===== config.mk =====
export PLATFORM = sky130hd
export DESIGN_NAME = bqpf_cell
export DESIGN_NICKNAME = d
export VERILOG_FILES = /design/src/rtl/bqpf_pkg.sv /design/src/rtl/bqpf_cell.sv
export SDC_FILE = /design/constraint.sdc
export NUM_CORES = 2
export LEC_CHECK = 0
export BUFFER_PORTS_ARGS = -buffer_cell sky130_fd_sc_hd__buf_2
export CAP_MARGIN = 20
export CELL_PAD_IN_SITES_DETAIL_PLACEMENT = 0
export CELL_PAD_IN_SITES_GLOBAL_PLACEMENT = 2
export CORE_MARGIN = 3
export CORE_UTILIZATION = 45
export CTS_BUF_LIST = sky130_fd_sc_hd__clkbuf_8 sky130_fd_sc_hd__clkbuf_16
export CTS_CLUSTER_DIAMETER = 100
export DETAILED_ROUTE_END_ITERATION = 8
export GPL_TIMING_DRIVEN = 0
export PLACE_DENSITY = 0.87
export SYNTH_ARGS = -nofsm -noshare
export SYNTH_HDL_FRONTEND = slang
export SYNTH_SLANG_ARGS = --single-unit

===== constraint.sdc =====
create_clock -name clk_i -period 14 [get_ports clk_i]
set_clock_uncertainty 0.15 [all_clocks]
set_input_delay 2.1 -clock clk_i [delete_from_list [all_inputs] [get_ports clk_i]]
set_output_delay 2.1 -clock clk_i [all_outputs]
set_load 0.05 [all_outputs]

===== src/rtl/bqpf_pkg.sv =====
// shared types and constants for the phone band filter
// no dependencies

package bqpf_pkg;

  localparam int unsigned SampleW  = 16;
  localparam int unsigned DataW    = 32;
  localparam int unsigned AccW     = 64;
  localparam int unsigned NumCells = 5;
  localparam int unsigned NumRegs  = 6;
  localparam int unsigned AddrW    = 6;
  localparam int unsigned GainW    = 16;
  localparam int unsigned TabW     = 31;

  typedef enum logic [2:0] {
    REG_HP     = 3'd0,
    REG_LP     = 3'd1,
    REG_PEAK_B = 3'd2,
    REG_PEAK_A = 3'd3,
    REG_DRIVE  = 3'd4,
    REG_BYPASS = 3'd5
  } reg_idx_e;

  // stage kinds of the cascade
  typedef enum logic [1:0] {
    KIND_HP   = 2'd0,
    KIND_LP   = 2'd1,
    KIND_PEAK = 2'd2
  } cell_kind_e;

  // control handed to every cell alongside its data
  typedef struct packed {
    logic clear;
    logic step;
  } cell_ctrl_t;

  function automatic logic signed [DataW-1:0] sat32(input logic signed [AccW-1:0] v);
    logic signed [AccW-1:0] max_v;
    logic signed [AccW-1:0] min_v;
    max_v = AccW'(64'sh0000_0000_7FFF_FFFF);
    min_v = -AccW'(64'sh0000_0000_8000_0000);
    if (v > max_v) begin
      return DataW'(32'sh7FFF_FFFF);
    end else if (v < min_v) begin
      return DataW'(32'sh8000_0000);
    end
    return v[DataW-1:0];
  endfunction

endpackage


===== src/rtl/bqpf_cell.sv =====
// one direct form I biquad cell of the cascade, five multiply steps over a shared mac
// depends on bqpf_pkg

module bqpf_cell #(
  parameter int unsigned CoefBits = 20
) (
  input  logic                                   clk_i,
  input  logic                                   rst_ni,
  input  bqpf_pkg::cell_ctrl_t                   ctrl_i,
  input  logic signed [bqpf_pkg::DataW-1:0]      x_i,
  input  logic signed [CoefBits-1:0]             b0_i,
  input  logic signed [CoefBits+1:0]             b1_i,
  input  logic signed [CoefBits-1:0]             b2_i,
  input  logic signed [CoefBits-1:0]             a1_i,
  input  logic signed [CoefBits-1:0]             a2_i,
  output logic signed [bqpf_pkg::DataW-1:0]      y_o,
  output logic                                   done_o
);

  localparam int unsigned FracBits = CoefBits - 2;
  localparam int unsigned W = bqpf_pkg::DataW;
  localparam int unsigned A = bqpf_pkg::AccW;

  logic signed [W-1:0] x1_q, x2_q, y1_q, y2_q, x_q, y_q;
  logic signed [A-1:0] acc_q, acc_d;
  logic [2:0]          phase_q;
  logic                busy_q, done_q;
  logic signed [CoefBits+1:0] coef;
  logic signed [W-1:0]        opnd;
  logic signed [A-1:0]        prod, rounded;

  // one product per phase
  always_comb begin
    case (phase_q)
      3'd0: begin coef = (CoefBits+2)'(b0_i); opnd = x_q;  end
      3'd1: begin coef = b1_i;                 opnd = x1_q; end
      3'd2: begin coef = (CoefBits+2)'(b2_i); opnd = x2_q; end
      3'd3: begin coef = -(CoefBits+2)'(a1_i); opnd = y1_q; end
      default: begin coef = -(CoefBits+2)'(a2_i); opnd = y2_q; end
    endcase
    prod    = A'(coef) * A'(opnd);
    acc_d   = acc_q + prod;
    rounded = (acc_q + (A'(1) <<< (FracBits-1))) >>> FracBits;
  end

  always_ff @(posedge clk_i or negedge rst_ni) begin
    if (!rst_ni) begin
      x1_q <= '0; x2_q <= '0; y1_q <= '0; y2_q <= '0;
      busy_q <= 1'b0; done_q <= 1'b0; phase_q <= '0;
      acc_q <= '0; x_q <= '0; y_q <= '0;
    end else begin
      done_q <= 1'b0;
      if (ctrl_i.clear) begin
        x1_q <= '0; x2_q <= '0; y1_q <= '0; y2_q <= '0;
      end
      if (ctrl_i.step) begin
        x_q     <= x_i;
        acc_q   <= '0;
        phase_q <= '0;
        busy_q  <= 1'b1;
      end else if (busy_q) begin
        if (phase_q == 3'd5) begin
          y_q    <= bqpf_pkg::sat32(rounded);
          x2_q   <= x1_q; x1_q <= x_q;
          y2_q   <= y1_q; y1_q <= bqpf_pkg::sat32(rounded);
          busy_q <= 1'b0;
          done_q <= 1'b1;
        end else begin
          acc_q   <= acc_d;
          phase_q <= phase_q + 3'd1;
        end
      end
    end
  end

  assign y_o    = y_q;
  assign done_o = done_q;

endmodule


* Word-level counts from Yosys, hierarchy flattened
Cells that the tools add are included.
Storage, ports and cells: register bits after elaboration 261, output and inout port bits 33, word-level logic and storage cells 66
Cells by class: add/subtract/negate cells 5, $mul 1, magnitude comparators 2, equal/unequal tests 5, mux-type cells 38, bitwise gates (word level) 1, reduce and logical (&&, ||, !) cells 4
Operator list (number):
- $mux 32 | 19
- $mux 64 | 3
- $pmux 32 s4 | 1
- $pmux 22 s4 | 1
- $add 64x19->64 const B | 1
- $add 64x54->64 | 1
- $mul 22x32->54 | 1
- $gt 46x32->1 const B | 1
- $lt 46x32->1 const B | 1
- $neg 20->22 | 2
- $mux 1 | 11
- $mux 3 | 3
- $eq 3x2->1 const B | 2
- $add 3x1->3 const B | 1
- $eq 3x1->1 const B | 1
- $eq 3x3->1 const B | 1
- $logic_not 3->1 | 1
- $reduce_and 3->1 | 1
- $ne 2x2->1 const B | 1
- $reduce_and 2->1 | 1
- $reduce_bool 2->1 | 1
- $not 1->1 | 1

* Longest topological paths before layout
depth after elaboration 11, mapped depth 38, gate-level depth less buffers 36

* Worst setup path after synthesis
OpenSTA, ideal clock, no wires.
kind input to register, from input port a1_i[2], to register acc_q[61], arrival time 10.311 ns, path slack 3.404 ns, cell stages on the path 33, path buffers 2, cell sequence or3_1 -> nor3_2 -> nand2_1 -> or3_1 -> nor4_1 -> xnor2_1 -> nand2_1 -> a31oi_1 -> clkbuf_1 -> nand2_1 -> fa_1 -> inv_1 -> fa_1 -> fa_1 -> fa_1 -> fa_1 -> fa_1 -> inv_1 -> fa_1 -> inv_1 -> ha_1 -> clkbuf_1 -> a21o_1 -> a21o_1 -> a221oi_1 -> o21ai_0 -> a31oi_1 -> o21ai_0 -> a21oi_1 -> o21ai_0 -> a221oi_1 -> xor2_1 -> o21ai_0
On the way: longest elaborated chain between the ends 7
RTL lines:
- from (decl) | line bqpf_cell.sv:14 | input logic signed [CoefBits-1:0] a1_i,
- $neg 20->22 | line bqpf_cell.sv:38 | 3'd3: begin coef = -(CoefBits+2)'(a1_i); opnd = y1_q; end
- $pmux 22 s4 | line bqpf_cell.sv:34 | case (phase_q)
- $mul 22x32->54 | line bqpf_cell.sv:41 | prod = A'(coef) * A'(opnd);
- $add 64x54->64 | line bqpf_cell.sv:42 | acc_d = acc_q + prod;
- $mux 64 | line bqpf_cell.sv:62 | if (phase_q == 3'd5) begin
- $mux 64 | line bqpf_cell.sv:61 | end else if (busy_q) begin
- $mux 64 | line bqpf_cell.sv:56 | if (ctrl_i.step) begin
- to (signal assigned) | line bqpf_cell.sv:50 | acc_q <= '0; x_q <= '0; y_q <= '0;
- to (signal assigned) | line bqpf_cell.sv:58 | acc_q <= '0;
- to (signal assigned) | line bqpf_cell.sv:69 | acc_q <= acc_d;
- to (decl) | line bqpf_cell.sv:25 | logic signed [A-1:0] acc_q, acc_d;
Every way passes these cells. The select of a mux whose other input is x is not followed. A chain may end at the register's enable or synchronous reset.

* Final worst setup path
from input port a1_i[2], to register acc_q[56]
Same word-level chain as after synthesis.

==> results by group <==
Outcome
  • Outcome: finished, final reports clean

Drt
  • Drt pass-1 iters: 6
  • Post-DRT Antenna Nets: 0
  • Wire per inst: 25.2 microns
  • Residual DRC: 0
  • DR iter-0 viols: 3458
  • Vias per inst: 5.53
  • WL final: 154000 microns
  • Via count: 33700

STA
  • Tcrit/Tclk final: 96.6%
  • Final setup violation count: 0
  • Final Max Slew Viols: 0
  • Rel. slew slack: 11.6%
  • Setup_tns: 0 ns
  • RSZ-0062 raised after global routing: false
  • Final hold violations: 0
  • Min Tclk post-route: 13.53 ns
  • Max Fclk: 0.0739 GHz
  • PnR worst setup slack: 0.469 ns
  • Slew @ Worst Pin: 1.32 ns

Final layout
  • Seq. cell area: 0.00653 sq mm
  • Fin util: 49.8%
  • Nets@finish: 6011
  • Share of cells above drive strength 1: 6.81%
  • Layout fillers: 8936
  • Post-route design area: 0.0457 sq mm
  • Footprint of the multi-input gates: 0.0310 sq mm
  • Syn-to-layout area delta: 9.49%

Logic synthesis
  • Netlist cell types: 70
  • XOR/XNOR Fraction of Synth Area: 2.85%
  • Compound-Gate Fraction of Synth Area: 9.31%
  • Post-synthesis net count: 5782
  • Cell Area, Synth: 0.0418 sq mm
  • Number of synthesized flops with an enable pin: 0
  • Post-Synth Adder-Cell Area: 46.9%
  • Sequential-to-total area share from yosys stat: 15.6%
  • Avg Synthesized Cell Area: 9.10 sq um
  • Combinational family with the most area after synthesis: adder cells
  • Ys Warns: 0
  • Mux cell area share after synthesis: 0.934%
  • Post-synthesis register bit count: 261
  • Most used DFF post-synth: dfrtp_1
  • Asr flop ratio synth: 100%
  • Syn Inst Count: 4592
  • Simple-gate share of the synthesized area: 14.1%

Clocking
  • Clock latency on the worst-skew pair: 0.58 ns
  • Post_cts resized: 0
  • Post-cts hold buffer count: 0
  • Clock sinks: 261
  • TritonCTS clock tree: built
  • Clk buf depth: 3
  • CTS Buf Count: 34
  • Clock slew at reported path FFs: 0.06 ns
  • CTS Root Cell: clkbuf_16
  • H-tree levels: 2
  • # Post-CTS Setup Buffers: 0

Placed design
  • Buffers on Ports: 169
  • Area after DPL: 0.0445 sq mm
  • Final Wtd Congestion: 0.964
  • Post-Place Setup Slack: -0.347 ns
  • Final HPWL DP: 128000 microns

Global route
  • Global-route wire length before repair: 233000 microns
  • Vias in the first global route: 34700
  • Total track usage: 32.4%
  • Initial antenna violation count: 10
  • Grt ovf: 0
  • Pin count of the biggest net entering global routing: 107

Worst setup path
  • Crit-path slowest cell: a211oi_1
  • Largest fanout on the critical path: 10
  • Worst path max stage delay: 0.75 ns
  • Crit Path Class: in2reg
  • CP dominant cell by count: fa_1
  • Setup crit end kind: flip-flop
  • Data arrival time at the worst-slack endpoint: 13.82 ns
  • Worst EP required: 14.29 ns
  • R2R depth: 35
  • CP startpoint kind: input port

Hold path
  • WHS Path Cells: 2
  • Hold Path Class: reg2reg

Floorplanning
  • Starting Density: 45.5%
  • Num rows: 111
  • Top-level I/O count: 171
  • Chip width: 311 microns
  • Die Area: 0.0965 sq mm
  • Core area: 0.0918 sq mm
  • Die H: 311 microns

Flow run
  • Max Cap Viol: 0
[cells in the final DEF, fill, tap and decap left out, types with 16 or more instances in the layout]
cell type,n
nor3_1,29
buf_2,176
a22o_1,21
and3_1,29
clkbuf_1,236
clkbuf_16,34
xor2_1,52
nand3_1,32
a21o_1,30
nor2_1,192
mux2_2,32
fa_1,857
a21oi_1,118
dfrtp_1,261
o21ai_0,200
and2_1,83
a22oi_1,75
a221o_1,26
a31oi_1,37
nand2_1,871
xnor2_1,84
ha_1,195
a221oi_1,16
nand4_1,30
nor2b_1,28
inv_1,875
nand2b_1,16
[final timing paths]
kind,from,endpoint,slack (ns)
min in group asynchronous,rst_ni,x_q[8],1.43
min,acc_q[14],acc_q[14],0.34
max reg2reg,phase_q[0],acc_q[56],0.50
max,a1_i[2],acc_q[56],0.47
max in group asynchronous,rst_ni,acc_q[22],10.85
min reg2reg,acc_q[14],acc_q[14],0.34
[worst max-delay path: cells and delay by family]
| kind | cells | cell delay (ns) |
|---|---|---|
| buffers and inverters | 5 | 1.17 |
| and+or+nand+nor | 6 | 1.85 |
| adders and majority gates | 8 | 3.84 |
| xor gates and xnor gates | 1 | 0.11 |
| AOI/OAI and AO/OA | 12 | 4.73 |
[cells by family after synthesis]
| family | after synthesis |
|---|---|
| and+or+nand+nor | 1366 |
| buffers and inverters | 1126 |
| DFF | 261 |
| AOI/OAI and AO/OA | 616 |
| xor gates and xnor gates | 136 |
| adders and majority gates | 1052 |
| muxes | 35 |
[area by class of cell]
class / count / share of cell area [%]
multi-input cells: 3205 / 67.8
repair buffers: 193 / 2.55
flip-flops and latches: 261 / 14.3
diodes: 3 / 0.0164
clock buffers: 42 / 2.10
inverters: 873 / 7.16
clock inverters: 20 / 0.479
plain buffers: 253 / 2.18
well taps: 1243 / 3.40
[per-layer routing]
| metal | routed length (microns) | vias to the layer above | global-route usage, % |
|---|---|---|---|
| met3 | 13400 | 265 | 7.44 |
| li1 | - | 14600 | - |
| met2 | 67900 | 1370 | 49.6 |
| met1 | 65400 | 17400 | 45.2 |
| met5 | 13 | - | 0 |
| met4 | 6770 | 2 | 11.6 |
[sequential cells by signal, indices dropped and copies added (netlist names)]
signal,flops
y1_q,32
busy_q,1
acc_q,64
x2_q,32
done_o,1
x_q,32
y2_q,32
x1_q,32
phase_q,3
y_o,32
[Yosys cell counts, types with 30 or more instances]
library cell    n  share of area, %
fa_1          857                41
a22oi_1        75               1.3
a21oi_1       120               1.4
a31oi_1        43              0.64
xnor2_1        84               1.8
o21ai_0       200               2.4
nor2_1        193               1.7
ha_1          195               5.8
mux2_2         32              0.86
xor2_1         52               1.1
inv_1         871               7.8
clkbuf_1      237               2.1
a21o_1         30              0.54
nand3_1        32              0.38
nand4_1        30              0.45
dfrtp_1       261                16
and2_1         83               1.2
nand2_1       871               7.8
[per-stage QoR]
stage / instances / hold WS (ns)
after global placement: 6004 / 0.324
after floorplan: 4592 / 0.306
after CTS: 6087 / 0.346
after detailed placement: 6025 / 0.333
final: 6093 / 0.343
after global routing: 6090 / 0.375
Power is left out: the tool's default activity adds up to more than one toggle a clock period on the data nets, which glitch-free logic cannot reach.
